[config.mk]
export PLATFORM = sky130hd
export DESIGN_NAME = asot_ctrl
export DESIGN_NICKNAME = d
export VERILOG_FILES = /design/src/sv/asot_pkg.sv /design/src/sv/asot_ctrl.sv
export SDC_FILE = /design/constraint.sdc
export NUM_CORES = 1
export LEC_CHECK = 0
export ABC_CLOCK_PERIOD_IN_PS = 2850
export BUFFER_PORTS_ARGS = -buffer_cell sky130_fd_sc_hd__buf_2
export CAP_MARGIN = 40
export CORE_MARGIN = 2
export CORE_UTILIZATION = 25
export DETAILED_ROUTE_END_ITERATION = 10
export PLACE_DENSITY = 0.49
export SLEW_MARGIN = 15
export SYNTH_ARGS = -nofsm -noshare
export SYNTH_HDL_FRONTEND = slang
export SYNTH_SLANG_ARGS = --single-unit
[constraint.sdc]
create_clock -name i_clk -period 2.85 [get_ports i_clk]
set_input_delay 0.57 -clock i_clk [delete_from_list [all_inputs] [get_ports i_clk]]
set_output_delay 0.57 -clock i_clk [all_outputs]
set_load 0.01 [all_outputs]
[src/sv/asot_pkg.sv]
package asot_pkg;

    // Tree grid geometry
    localparam int GRID_BITS  = 6;
    localparam int GRID_SIZE  = 1 << GRID_BITS;
    localparam int NODE_BITS  = 2 * GRID_BITS;
    localparam int NODE_DEPTH = 1 << NODE_BITS;
    localparam logic [GRID_BITS-1:0] MAX_STEPS = GRID_BITS'(GRID_SIZE - 3);

    // Configuration register indexes
    localparam logic [2:0] REG_GEARING_A = 3'd0;
    localparam logic [2:0] REG_GEARING_B = 3'd1;
    localparam logic [2:0] REG_STRIKE    = 3'd2;
    localparam logic [2:0] REG_PUT_MODE  = 3'd3;
    localparam logic [2:0] REG_PROB_UU   = 3'd4;
    localparam logic [2:0] REG_PROB_UD   = 3'd5;
    localparam logic [2:0] REG_PROB_DU   = 3'd6;
    localparam logic [2:0] REG_PROB_DD   = 3'd7;

    typedef struct packed {
        logic [31:0] top_price_one;
        logic [31:0] top_price_two;
        logic [31:0] down_one;
        logic [31:0] down_two;
        logic [5:0]  step_count;
    } t_job;

    typedef struct packed {
        logic [31:0] value_center;
        logic [31:0] value_up_up;
        logic [31:0] value_up_down;
        logic [31:0] value_down_up;
    } t_result;

    // Accumulator preset
    typedef enum logic [1:0] {
        PRE_NONE,
        PRE_MD,
        PRE_WT,
        PRE_STRIKE
    } t_pre;

    // Multiplier operand A
    typedef enum logic [2:0] {
        A_P1,
        A_P2,
        A_RES,
        A_ROWQ,
        A_COLQ,
        A_NODEQ
    } t_asel;

    // Multiplier operand B
    typedef enum logic [2:0] {
        B_D1,
        B_D2,
        B_GA,
        B_NGB,
        B_W0,
        B_W1,
        B_W2,
        B_W3
    } t_bsel;

    // Result finish
    typedef enum logic [1:0] {
        FIN_NONE,
        FIN_MD,
        FIN_WT,
        FIN_INTR
    } t_fin;

    // Controller to datapath commands
    typedef struct packed {
        logic                 ld_job;
        logic [GRID_BITS-1:0] row_addr;
        logic [GRID_BITS-1:0] col_addr;
        logic [NODE_BITS-1:0] node_raddr;
        logic [NODE_BITS-1:0] node_waddr;
        logic                 row_we;
        logic                 col_we;
        logic                 node_we;
        logic                 p1_ld_q;
        logic                 p2_ld_q;
        logic                 p1_ld_res;
        logic                 p2_ld_res;
        t_pre                 preset;
        logic                 mul_en;
        t_asel                a_sel;
        t_bsel                b_sel;
        t_fin                 fin;
        logic                 clr_c;
        logic                 out_ld;
        logic [1:0]           out_sel;
        logic                 emit;
    } t_ctl;

    function automatic logic [NODE_BITS-1:0] node_addr(
        input logic [GRID_BITS-1:0] row,
        input logic [GRID_BITS-1:0] col
    );
        return {row, col};
    endfunction

endpackage

[src/sv/asot_ctrl.sv]
module asot_ctrl import asot_pkg::*; (
    input  logic                 i_clk,
    input  logic                 i_rst_n,
    input  logic                 i_start,
    input  logic [5:0]           i_step_count,
    output logic                 o_busy,
    output t_ctl                 o_ctl
);

    typedef enum logic [2:0] {
        S_IDLE,
        S_FILL,
        S_LEAF,
        S_COLUPD,
        S_ROWUPD,
        S_NODE,
        S_DONE
    } t_state;

    t_state               r_state, n_state;
    logic [3:0]           r_ph, n_ph;
    logic [GRID_BITS-1:0] r_i, n_i, r_j, n_j, r_w, n_w, r_s, n_s;
    logic [GRID_BITS-1:0] w_i1, w_j1, w_steps;

    assign w_i1    = r_i + GRID_BITS'(1);
    assign w_j1    = r_j + GRID_BITS'(1);
    assign w_steps = (i_step_count > MAX_STEPS) ? MAX_STEPS : i_step_count;

    // Sequencer: next state and commands
    always_comb begin
        n_state = r_state;
        n_ph    = r_ph + 4'd1;
        n_i     = r_i;
        n_j     = r_j;
        n_w     = r_w;
        n_s     = r_s;
        o_ctl            = '0;
        o_ctl.preset     = PRE_NONE;
        o_ctl.a_sel      = A_P1;
        o_ctl.b_sel      = B_D1;
        o_ctl.fin        = FIN_NONE;
        o_ctl.row_addr   = r_i;
        o_ctl.col_addr   = r_j;
        o_ctl.node_raddr = node_addr(r_i, r_j);
        o_ctl.node_waddr = node_addr(r_i, r_j);

        unique case (r_state)
            S_IDLE: begin
                n_ph = '0;
                if (i_start) begin
                    o_ctl.ld_job = 1'b1;
                    n_state = S_FILL;
                    n_i     = GRID_BITS'(1);
                    n_s     = w_steps + GRID_BITS'(2);
                end
            end

            // Price chains: two down steps per leaf row and column
            S_FILL: begin
                o_ctl.col_addr = r_i;
                case (r_ph)
                    4'd0: begin
                        o_ctl.preset = PRE_MD; o_ctl.mul_en = 1'b1;
                        o_ctl.a_sel = A_P1; o_ctl.b_sel = B_D1;
                    end
                    4'd2, 4'd5, 4'd9, 4'd12: o_ctl.fin = FIN_MD;
                    4'd3: begin
                        o_ctl.preset = PRE_MD; o_ctl.mul_en = 1'b1;
                        o_ctl.a_sel = A_RES; o_ctl.b_sel = B_D1;
                    end
                    4'd6: begin
                        o_ctl.row_we = 1'b1; o_ctl.p1_ld_res = 1'b1;
                    end
                    4'd7: begin
                        o_ctl.preset = PRE_MD; o_ctl.mul_en = 1'b1;
                        o_ctl.a_sel = A_P2; o_ctl.b_sel = B_D2;
                    end
                    4'd10: begin
                        o_ctl.preset = PRE_MD; o_ctl.mul_en = 1'b1;
                        o_ctl.a_sel = A_RES; o_ctl.b_sel = B_D2;
                    end
                    4'd13: begin
                        o_ctl.col_we = 1'b1; o_ctl.p2_ld_res = 1'b1;
                        n_ph = '0;
                        if (r_i == r_s) begin
                            n_state = S_LEAF;
                            n_i = '0;
                            n_j = '0;
                        end else begin
                            n_i = w_i1;
                        end
                    end
                    default: ;
                endcase
            end

            // Leaf payoffs
            S_LEAF: begin
                case (r_ph)
                    4'd1: begin
                        o_ctl.p1_ld_q = 1'b1; o_ctl.p2_ld_q = 1'b1;
                        o_ctl.clr_c = 1'b1; o_ctl.preset = PRE_STRIKE;
                    end
                    4'd2: begin
                        o_ctl.mul_en = 1'b1; o_ctl.a_sel = A_P1; o_ctl.b_sel = B_GA;
                    end
                    4'd3: begin
                        o_ctl.mul_en = 1'b1; o_ctl.a_sel = A_P2; o_ctl.b_sel = B_NGB;
                    end
                    4'd5: o_ctl.fin = FIN_INTR;
                    4'd6: begin
                        o_ctl.node_we = 1'b1;
                        n_ph = '0;
                        if (r_j == r_s) begin
                            n_j = '0;
                            if (r_i == r_s) begin
                                n_i = '0;
                                n_w = r_s - GRID_BITS'(1);
                                n_state = (r_s == GRID_BITS'(2)) ? S_DONE : S_COLUPD;
                            end else begin
                                n_i = w_i1;
                            end
                        end else begin
                            n_j = w_j1;
                        end
                    end
                    default: ;
                endcase
            end

            // Column prices one step down
            S_COLUPD: begin
                case (r_ph)
                    4'd1: begin
                        o_ctl.preset = PRE_MD; o_ctl.mul_en = 1'b1;
                        o_ctl.a_sel = A_COLQ; o_ctl.b_sel = B_D2;
                    end
                    4'd3: o_ctl.fin = FIN_MD;
                    4'd4: begin
                        o_ctl.col_we = 1'b1;
                        n_ph = '0;
                        if (r_j == r_w) begin
                            n_state = S_ROWUPD;
                            n_i = '0;
                            n_j = '0;
                        end else begin
                            n_j = w_j1;
                        end
                    end
                    default: ;
                endcase
            end

            // Row price one step down
            S_ROWUPD: begin
                case (r_ph)
                    4'd1: begin
                        o_ctl.preset = PRE_MD; o_ctl.mul_en = 1'b1;
                        o_ctl.a_sel = A_ROWQ; o_ctl.b_sel = B_D1;
                    end
                    4'd3: o_ctl.fin = FIN_MD;
                    4'd4: begin
                        o_ctl.row_we = 1'b1; o_ctl.p1_ld_res = 1'b1;
                        n_ph = '0;
                        n_j = '0;
                        n_state = S_NODE;
                    end
                    default: ;
                endcase
            end

            // Node rollback: four children, then early exercise
            S_NODE: begin
                o_ctl.mul_en = 1'b0;
                case (r_ph)
                    4'd1: begin
                        o_ctl.node_raddr = node_addr(r_i, w_j1);
                        o_ctl.p2_ld_q = 1'b1; o_ctl.preset = PRE_WT;
                        o_ctl.mul_en = 1'b1; o_ctl.a_sel = A_NODEQ; o_ctl.b_sel = B_W0;
                    end
                    4'd2: begin
                        o_ctl.node_raddr = node_addr(w_i1, r_j);
                        o_ctl.mul_en = 1'b1; o_ctl.a_sel = A_NODEQ; o_ctl.b_sel = B_W1;
                    end
                    4'd3: begin
                        o_ctl.node_raddr = node_addr(w_i1, w_j1);
                        o_ctl.mul_en = 1'b1; o_ctl.a_sel = A_NODEQ; o_ctl.b_sel = B_W2;
                    end
                    4'd4: begin
                        o_ctl.mul_en = 1'b1; o_ctl.a_sel = A_NODEQ; o_ctl.b_sel = B_W3;
                    end
                    4'd6: begin
                        o_ctl.fin = FIN_WT; o_ctl.preset = PRE_STRIKE;
                        o_ctl.mul_en = 1'b1; o_ctl.a_sel = A_P1; o_ctl.b_sel = B_GA;
                    end
                    4'd7: begin
                        o_ctl.mul_en = 1'b1; o_ctl.a_sel = A_P2; o_ctl.b_sel = B_NGB;
                    end
                    4'd9: o_ctl.fin = FIN_INTR;
                    4'd10: begin
                        o_ctl.node_we = 1'b1;
                        n_ph = '0;
                        if (r_j == r_w) begin
                            n_j = '0;
                            if (r_i == r_w) begin
                                if (r_w == GRID_BITS'(2)) begin
                                    n_state = S_DONE;
                                end else begin
                                    n_w = r_w - GRID_BITS'(1);
                                    n_state = S_COLUPD;
                                end
                            end else begin
                                n_i = w_i1;
                                n_state = S_ROWUPD;
                            end
                        end else begin
                            n_j = w_j1;
                        end
                    end
                    default: ;
                endcase
            end

            // Read out the four result nodes
            S_DONE: begin
                case (r_ph)
                    4'd0: o_ctl.node_raddr = node_addr(GRID_BITS'(1), GRID_BITS'(1));
                    4'd1: begin
                        o_ctl.node_raddr = node_addr('0, '0);
                        o_ctl.out_ld = 1'b1; o_ctl.out_sel = 2'd0;
                    end
                    4'd2: begin
                        o_ctl.node_raddr = node_addr('0, GRID_BITS'(1));
                        o_ctl.out_ld = 1'b1; o_ctl.out_sel = 2'd1;
                    end
                    4'd3: begin
                        o_ctl.node_raddr = node_addr(GRID_BITS'(1), '0);
                        o_ctl.out_ld = 1'b1; o_ctl.out_sel = 2'd2;
                    end
                    4'd4: begin
                        o_ctl.out_ld = 1'b1; o_ctl.out_sel = 2'd3;
                    end
                    4'd5: begin
                        o_ctl.emit = 1'b1;
                        n_ph = '0;
                        n_state = S_IDLE;
                    end
                    default: ;
                endcase
            end

            default: n_state = S_IDLE;
        endcase
    end

    // State and counters
    always_ff @(posedge i_clk) begin
        if (!i_rst_n) begin
            r_state <= S_IDLE;
            r_ph    <= '0;
            r_i     <= '0;
            r_j     <= '0;
            r_w     <= '0;
            r_s     <= '0;
        end else begin
            r_state <= n_state;
            r_ph    <= n_ph;
            r_i     <= n_i;
            r_j     <= n_j;
            r_w     <= n_w;
            r_s     <= n_s;
        end
    end

    assign o_busy = (r_state != S_IDLE);

endmodule

==> metrics.md, run 1 <==
| Metric | Value |
|---|---|
| Port bufs | 69 |
| Seq/Total Area, Yosys | 0.1786 |
| Final Setup Violations | 0 |
| Main flop type after synthesis | dfxtp_1 |
| Final hold vios | 0 |
| Share of Yosys cell area claimed by the top area cell type | 0.1786 |
| FF/Latch Area | 624.3 um^2 |
| CP max FO | 7 |
| Post-DR wirelength/cell | 16.56 um |
| Global-route wire length before repair | 18610 um |
| Worst-Skew Late Latency | 0.28 ns |
| Worst path bufs/invs | 2 |
| Cell variety after synth | 67 |
| GRT Total Usage | 0.1567 |
| Largest stage delay on the critical path | 0.57 ns |
| Main area contributors after synthesis | dfxtp_1, nor2_1, a21oi_1 |
| Pre-antenna DRT Iters | 5 |
| Max-cap violation count | 0 |
| Syn_area_per_cell | 7.179 um^2 |
| Relative slew slack | 0.6517 |
| Clk pin slew, worst setup/hold paths | 0.05 ns |
| Fin crit period | 2.719 ns |
| Critical R2R Launch | r_ph[0] |
| Area of the multi-input gates | 2559 um^2 |
| Vias in the first global route | 3636 |
| Critical Path End | o_ctl[10] |
| Residual DRC | 0 |
| CTS buffer count | 5 |
| Worst-case reg-to-reg path depth | 8 |
| Cell taking the most area after synthesis | dfxtp_1 |
| Initial antenna violation count | 0 |
| R2r setup slk | 0.42 ns |
| CP Launch Type | flop |
| Pwr/cell area | 699.0 nW/um^2 |
| Cell Area, Synth | 3475 um^2 |
| Clock buffer depth | 2 |
| Number of synthesized flops with an enable pin | 0 |
| Die Width | 121.9 um |
| H-tree levels | 2 |
| Worst path slowest cell | o41ai_2 |
| Via count | 3770 |
| FILL cells | 1475 |
| Area of the die | 14860 um^2 |
| LEAKAGE | 1.816 nW |
| Routed vias/inst | 5.273 |
| Routability cong. | 0.8628 |
| Antenna-violating nets left | 0 |
| Area Overhead vs Synth | 20.31% |
| Post-synthesis async set-or-reset flop share | 0 |
| Clock Tree Root | clkbuf_16 |
| DP HPWL | 8919 um |
| Std cell rows | 43 |
| RR Endpoint | r_j[2] |
| Most frequent cells in the layout | buf_2, nor2_1, nand2_1 |
| Gr ovfl total | 0 |
| Setup tns final | 0 ns |
| Clock Skews | 0.007656 ns |
| CTS tree | yes |
| Syn_nets | 503 |
| Overall routed net length | 11840 um |
| Max Freq | 367.7 MHz |
| HP Class | flop to flop |
| Synthesis warning total | 0 |
| Die span in y | 121.9 um |
| Crit end category | output pin |
| Commonest non-fill, non-tap cell in the layout | buf_2 |
| Status | finished, final reports clean |
| CP Cell Sequence | inv_1, ha_2, o41ai_2, nor2_1, and2_1, o21bai_1, buf_2 |
| Clk sinks | 31 |
| Synthesized netlist cell count | 484 |
| CTS Hold Bufs | 0 |
| Largest net degree at the start of global routing | 23 |
| Part of the cycle the worst path needs | 0.9541 |
| Initial Util | 0.2533 |
| Final Slew Violations | 0 |
| Cell depth of the worst setup path | 7 |
| Setup CP Type | flop to output pin |
| Core area | 13720 um^2 |
| Nets | 553 |
| CP Data Required Time | 2.28 ns |
| Total power | 2.922 mW |
| Diode count | 0 |
| Critical Path AT | 2.15 ns |
| Crit path from | r_ph[1] |
| I/O Pins | 70 |
| #FFs+latches synth | 31 |
| Worst vdd ir | 254.7 uV |
| Worst slew pin tran | 0.5202 ns |
| Share of layout cells above drive strength 1 | 0.2636 |
| Initial DRC count | 364 |
| RSZ-0062 raised after global routing | no |
| Cell family with most CP delay | compound AO/OA/AOI/OAI gates |
stage by stage:
stage	cells	hold slack [ns]	utilization	instance area, um^2	worst slack (ns)
3_3_place_gp	706	0.4619	0.2901	3980	0.1392
2_1_floorplan	484	0.4445	-	3475	0.4458
6_report	715	0.4814	0.3047	4180	0.1308
3_5_place_dp	706	0.4694	0.2901	3980	0.1585
5_1_grt	715	0.5090	0.3047	4180	0.01984
4_1_cts	714	0.4809	0.3036	4165	0.03888
per-layer routing:
metal / vias to the layer above / wire length, um / track usage
li1: 1830 / - / -
met1: 1790 / 5477 / 0.2083
met2: 131 / 5468 / 0.2587
met3: 19 / 658 / 0.02388
met4: 0 / 238 / 0.05244
met5: - / 0 / 0
area by class of cell:
class,instances,share of cell area
clock inverter,2,0.008381
timing repair buffer,98,0.1347
multi-input combinational,389,0.6121
tap,180,0.05388
sequential,31,0.1494
inverter,9,0.008381
clock buffer,6,0.03322
registers in the layout, indices dropped and copies added, names as in the netlist:
signal and cells:
r_i 6, r_s 6, r_state 3, r_w 6, r_j 6, r_ph 4
worst min-delay path by stage:
stage               slack, ns  cells after the start     from  endpoint
floorplan                0.44                      1  r_ph[0]   r_ph[0]
detailed placement       0.47                      1  r_ph[0]   r_ph[0]
global placement         0.46                      1  r_ph[0]   r_ph[0]
CTS                      0.48                      1  r_ph[0]   r_ph[0]
finish                   0.48                      1  r_ph[0]   r_ph[0]
global route             0.51                      1  r_ph[0]   r_ph[0]
repair_timing:
item / CTS / global route
resized for setup: 3 / 7
setup endpoints to repair: 7 / 11
hold endpoints to repair: 0 / 0
pin swaps: 0 / 1
setup buffers: 0 / 1
cells by family (layout without fill, tap and decap cells):
family / Yosys count / count (layout) / share of synthesized area
simple gates: 202 / 202 / 0.3054
compound gates: 133 / 133 / 0.2625
buf+inv: 64 / 115 / 0.09074
flops: 31 / 31 / 0.1786
xor+xnor: 30 / 30 / 0.08426
mux: 14 / 14 / 0.04249
fa+ha+maj: 10 / 10 / 0.03601
Yosys cell counts (12+ instances only):
cell / n
nand2_1: 44
clkbuf_1: 23
o21ai_0: 21
nand3_1: 17
nor3_1: 16
o211ai_1: 12
dfxtp_1: 31
xor2_1: 21
buf_2: 14
a21oi_1: 40
nor2_1: 57
power breakdown:
part	internal [mW]	switching, mW	total [mW]	leakage [nW]
clock	0.434	0.196	0.630	0.0868
combinational	0.630	1.03	1.66	1.48
sequential	0.494	0.138	0.633	0.253
(Power assumes the default switching activity.)
==> run 2, diff against run 1 <==
--- a/config.mk
+++ b/config.mk
@@ -5,13 +5,12 @@
 export SDC_FILE = /design/constraint.sdc
 export NUM_CORES = 1
 export LEC_CHECK = 0
-export ABC_CLOCK_PERIOD_IN_PS = 2850
 export BUFFER_PORTS_ARGS = -buffer_cell sky130_fd_sc_hd__buf_2
 export CAP_MARGIN = 40
 export CORE_MARGIN = 2
-export CORE_UTILIZATION = 25
+export CORE_UTILIZATION = 57
 export DETAILED_ROUTE_END_ITERATION = 10
-export PLACE_DENSITY = 0.49
+export PLACE_DENSITY = 0.88
 export SLEW_MARGIN = 15
 export SYNTH_ARGS = -nofsm -noshare
 export SYNTH_HDL_FRONTEND = slang
==> metrics.md, run 2 (same netlist as run 1, synthesis figures left out) <==
| Metric | Value |
|---|---|
| Setup tns final | 0 ns |
| Switching power | 1.329 mW |
| Worst-Skew Late Latency | 0.29 ns |
| Routability cong. | 0.9651 |
| Gr ovfl total | 0 |
| Port bufs | 69 |
| Area of the multi-input gates | 2585 um^2 |
| Worst slew pin tran | 0.5078 ns |
| HP Class | flop to flop |
| Largest net degree at the start of global routing | 24 |
| Clk pin slew, worst setup/hold paths | 0.06 ns |
| Critical Path AT | 2.26 ns |
| Core area | 5921 um^2 |
| Util after Layout | 0.6691 |
| CP Data Required Time | 2.28 ns |
| Pre-CTS WS | 0.2240 ns |
| I/O Pins | 70 |
| Overall routed net length | 10480 um |
| CTS Hold Bufs | 0 |
| Cells after DPL | 596 |
| Min-Delay Endpoint | r_ph[0] |
| Setup CP Type | flop to output pin |
| Worst hold start | r_ph[0] |
| CTS buffer count | 5 |
| Commonest non-fill, non-tap cell in the layout | buf_2 |
| Pwr/cell area | 678.2 nW/um^2 |
| Initial antenna violation count | 0 |
| Diode count | 0 |
| Status | finished, final reports clean |
| Pre-antenna DRT Iters | 6 |
| Nets | 548 |
| Clock Skews | 0.01367 ns |
| Initial DRC count | 714 |
| Part of the cycle the worst path needs | 0.9935 |
| Fin cells | 605 |
| Worst hold path depth | 1 |
| Die Width | 82.08 um |
| Critical R2R Launch | r_state[2] |
| Clk pwr share | 0.144 |
| Clk sinks | 31 |
| Global-route wire length before repair | 16160 um |
| Most frequent cells in the layout | buf_2, nor2_1, nand2_1 |
| Hold_ws | 0.4911 ns |
| Routed vias/inst | 6.494 |
| Max-cap violation count | 0 |
| Pint | 1.358 mW |
| Std cell rows | 28 |
| Vias in the first global route | 3367 |
| CP Launch Type | flop |
| Area of the die | 6736 um^2 |
| Clock Tree Root | clkbuf_8 |
| Reg power frac | 0.241 |
| Antenna-violating nets left | 0 |
| Worst vdd ir | 479.2 uV |
| Initial Util | 0.5869 |
| Final worst slack | 0.01852 ns |
| Residual DRC | 0 |
| GRT Total Usage | 0.3077 |
| FF/Latch Area | 621.8 um^2 |
| FILL cells | 499 |
| Largest stage delay on the critical path | 0.42 ns |
| Crit path from | r_ph[1] |
| Crit end category | output pin |
| Sw Share | 0.4947 |
| RSZ-0062 raised after global routing | yes |
| CP max FO | 6 |
| Via count | 3929 |
| Final Setup Violations | 0 |
| RR Endpoint | r_j[4] |
| Combinational Power Share | 0.616 |
| Fin crit period | 2.831 ns |
| Max Freq | 353.2 MHz |
| Area Overhead vs Synth | 14.01% |
| LEAKAGE | 1.755 nW |
| CTS tree | yes |
| Share of layout cells above drive strength 1 | 0.2528 |
| DP HPWL | 7613 um |
| R2r setup slk | 0.44 ns |
| Final hold vios | 0 |
| Relative slew slack | 0.6602 |
| CP Cell Sequence | inv_1, ha_1, o21ai_2, a41oi_2, buf_4, a21oi_1, buf_2 |
| Worst path slowest cell | dfxtp_1 |
| Final Slew Violations | 0 |
| Clock buffer depth | 2 |
| H-tree levels | 2 |
| Die span in y | 82.08 um |
| Post-DR wirelength/cell | 17.32 um |
| Worst-case reg-to-reg path depth | 7 |
[run 2: changes by cell type in the layout (fill, tap and decap cells not counted), moves of 2 or more]
cell       previous run  this run
o21ai_0              18        20
dfxtp_2               3         1
clkbuf_8              1         7
buf_4                29        24
o21ai_1               9         6
ha_4                  0         2
clkbuf_16             5         0
dfxtp_1              28        30
[run 2: area by class of cell]
type                    count  share of cell area
clock buffers               8             0.02527
repair buffers             93              0.1327
inverters                   9            0.008844
multi-input cells         389              0.6526
well taps                  75             0.02369
flip-flops and latches     31              0.1570
[run 2: repair_timing]
item	CTS	global route
gates resized for setup	2	8
hold endpoints to repair	0	0
endpoints found under the setup margin	2	12
pin swaps	0	1
buffers inserted	0	1
[run 2: metal layers]
metal | GRT usage | part of all wire
met2 | 0.5220 | 0.47
met5 | 0 | 0
met3 | 0.04066 | 0.099
met4 | 0.1150 | 0.026
met1 | 0.3957 | 0.41
[run 2: worst max-delay path: cells and delay by family, from the launching register on]
kind | cells | cell delay, ns
compound gates | 3 | 0.76
buf+inv | 3 | 0.51
flops | 1 | 0.42
fa+ha+maj | 1 | 0.28
[run 2: worst max-delay path by stage]
stage | endpoint | slack (ns) | cells after the start
final | o_ctl[37] | 0.02 | 7
after global routing | o_ctl[43] | -0.07 | 7
after CTS | o_ctl[40] | 0.003 | 8
after detailed placement | o_ctl[36] | 0.22 | 7
after global placement | o_ctl[36] | 0.32 | 7
after floorplan | o_ctl[36] | 0.45 | 7
[run 2: power groups by stage]
| stage | Clock, mW | Sequential, mW | Combinational [mW] |
|---|---|---|---|
| 6_report | 0.386 | 0.646 | 1.65 |
| 5_1_grt | 0.408 | 0.656 | 1.80 |
| 4_1_cts | 0.394 | 0.636 | 1.58 |
| 3_5_place_dp | 0 | 0.643 | 1.56 |
| 3_3_place_gp | 0 | 0.639 | 1.51 |
| 2_1_floorplan | 0 | 0.541 | 1.27 |
[run 2: metrics by stage]
| step | total power [mW] | instance area (um^2) |
|---|---|---|
| finish | 2.686 | 3961 |
| detailed placement | 2.205 | 3806 |
| CTS | 2.608 | 3911 |
| global placement | 2.150 | 3806 |
| floorplan | 1.811 | 3475 |
| global route | 2.864 | 3961 |
==> run 3, diff against run 2 <==
--- a/config.mk
+++ b/config.mk
@@ -10,7 +10,7 @@
 export CORE_MARGIN = 2
 export CORE_UTILIZATION = 57
 export DETAILED_ROUTE_END_ITERATION = 10
-export PLACE_DENSITY = 0.88
+export PLACE_DENSITY = 0.82
 export SLEW_MARGIN = 15
 export SYNTH_ARGS = -nofsm -noshare
 export SYNTH_HDL_FRONTEND = slang
==> metrics.md, run 3 (same netlist as run 1, synthesis figures left out) <==
| Metric | Value |
|---|---|
| Status | finished, final reports clean |
| Clk sinks | 31 |
| Gr ovfl total | 0 |
| Critical Path AT | 2.17 ns |
| Commonest non-fill, non-tap cell in the layout | buf_2 |
| CP Launch Type | flop |
| Area of the die | 6736 um^2 |
| Worst vdd ir | 371.7 uV |
| Pre-antenna DRT Iters | 5 |
| Routability cong. | 0.9571 |
| Final Setup Violations | 0 |
| Std cell rows | 28 |
| Sw Share | 0.4980 |
| Reg power frac | 0.230 |
| Setup CP Type | flop to output pin |
| Routed vias/inst | 6.353 |
| Crit end category | output pin |
| Antenna-violating nets left | 0 |
| Overall routed net length | 10400 um |
| CTS Hold Bufs | 0 |
| Pre-CTS WS | 0.2514 ns |
| Clk pin slew, worst setup/hold paths | 0.07 ns |
| Most frequent cells in the layout | buf_2, nor2_1, nand2_1 |
| Final worst slack | 0.1077 ns |
| CP Cell Sequence | inv_1, ha_2, nand2b_1, a221oi_1, a31oi_1, o32ai_1, o32a_1, buf_2 |
| Vias in the first global route | 3387 |
| Clock buffer depth | 2 |
| Largest net degree at the start of global routing | 23 |
| Largest stage delay on the critical path | 0.36 ns |
| H-tree levels | 2 |
| Worst-Skew Late Latency | 0.29 ns |
| Share of layout cells above drive strength 1 | 0.2618 |
| I/O Pins | 70 |
| Die Width | 82.08 um |
| LEAKAGE | 1.761 nW |
| RSZ-0062 raised after global routing | yes |
| Final hold vios | 0 |
| Initial antenna violation count | 0 |
| Fin crit period | 2.742 ns |
| Initial Util | 0.5869 |
| Diode count | 0 |
| Final Slew Violations | 0 |
| R2r setup slk | 0.36 ns |
| CP Data Required Time | 2.28 ns |
| Via count | 3850 |
| Worst slew pin tran | 0.5597 ns |
| Initial DRC count | 463 |
| GRT Total Usage | 0.3091 |
| Relative slew slack | 0.6253 |
| CTS buffer count | 5 |
| Switching power | 1.313 mW |
| Total power | 2.636 mW |
| Max-cap violation count | 0 |
| Core area | 5921 um^2 |
| Setup Fix Bufs, Post-CTS | 0 |
| Global-route wire length before repair | 16350 um |
| Clock Tree Root | clkbuf_8 |
| HP Class | flop to flop |
| Area Overhead vs Synth | 13.76% |
| Clk pwr share | 0.137 |
| Part of the cycle the worst path needs | 0.9622 |
| Max Freq | 364.7 MHz |
| Combinational Power Share | 0.632 |
| DP HPWL | 7675 um |
| Worst path slowest cell | dfxtp_1 |
| Post-DR wirelength/cell | 17.16 um |
| Pwr/cell area | 667.0 nW/um^2 |
| CTS tree | yes |
| Residual DRC | 0 |
| Nets | 550 |
| Hold_ws | 0.5158 ns |
| Clock Skews | 0.008737 ns |
| CP max FO | 11 |
| Port bufs | 69 |
| Pint | 1.323 mW |
| Die span in y | 82.08 um |
==> run 3: changes by cell type in the layout (fill, tap and decap cells not counted), moves of 2 or more <==
cell,change
nor2_1,-2
buf_4,+2
ha_2,+3
ha_4,-2
nor2_2,+2
==> run 3: metal layers <==
layer,wire length (um),vias up,track usage
li1,-,1823,-
met1,4632,1801,0.4190
met2,4820,198,0.5106
met3,739,28,0.03736
met4,207,0,0.09667
met5,0,-,0
==> run 3: path summary, 6_finish.rpt <==
check / from / cells after the start / end
hold / removal: r_ph[0] / 1 / r_ph[0]
hold reg to reg: r_ph[0] / 1 / r_ph[0]
setup reg to reg: r_ph[0] / 9 / r_j[4]
setup / recovery: r_ph[0] / 8 / o_ctl[14]
==> run 3: worst max-delay path, delay by kind of cell (launching register included) <==
family	cells	cell delay, ns
flip-flops	1	0.36
AO/OA/AOI/OAI	4	0.83
AND/OR/NAND/NOR	1	0.15
buffers and inverters	2	0.23
adder cells (fa/ha/maj)	1	0.31
==> run 3: timing repair <==
action,CTS,global route
gates resized for setup,2,10
hold endpoints to repair,0,0
setup endpoints to repair,6,12
pin swaps,1,1
==> run 3: power by group through the flow <==
stage               Sequential (mW)  Combinational [mW]  Clock, mW
floorplan                     0.541                1.27          0
global placement              0.605                1.56          0
detailed placement            0.610                1.60          0
CTS                           0.600                1.61      0.363
global route                  0.612                1.81      0.379
finish                        0.607                1.67      0.362
==> run 3: final cells by class <==
| cell class | instances | area (um^2) |
|---|---|---|
| multi-input cells | 389 | 2572 |
| clock buffers | 6 | 82.58 |
| repair buffers | 95 | 540.5 |
| inverters | 9 | 35.03 |
| well taps | 75 | 93.84 |
| clock inverters | 1 | 5.005 |
| fillers | 531 | 1968 |
| flip-flops and latches | 31 | 623.1 |
==> run 3: stage by stage <==
stage | std cells | instance area, um^2 | util | TNS, ns
6_report | 606 | 3953 | 0.6676 | 0
4_1_cts | 606 | 3923 | 0.6625 | 0
5_1_grt | 606 | 3953 | 0.6676 | -0.04026
3_3_place_gp | 599 | 3829 | 0.6467 | 0
2_1_floorplan | 484 | 3475 | - | 0
3_5_place_dp | 599 | 3829 | 0.6467 | 0
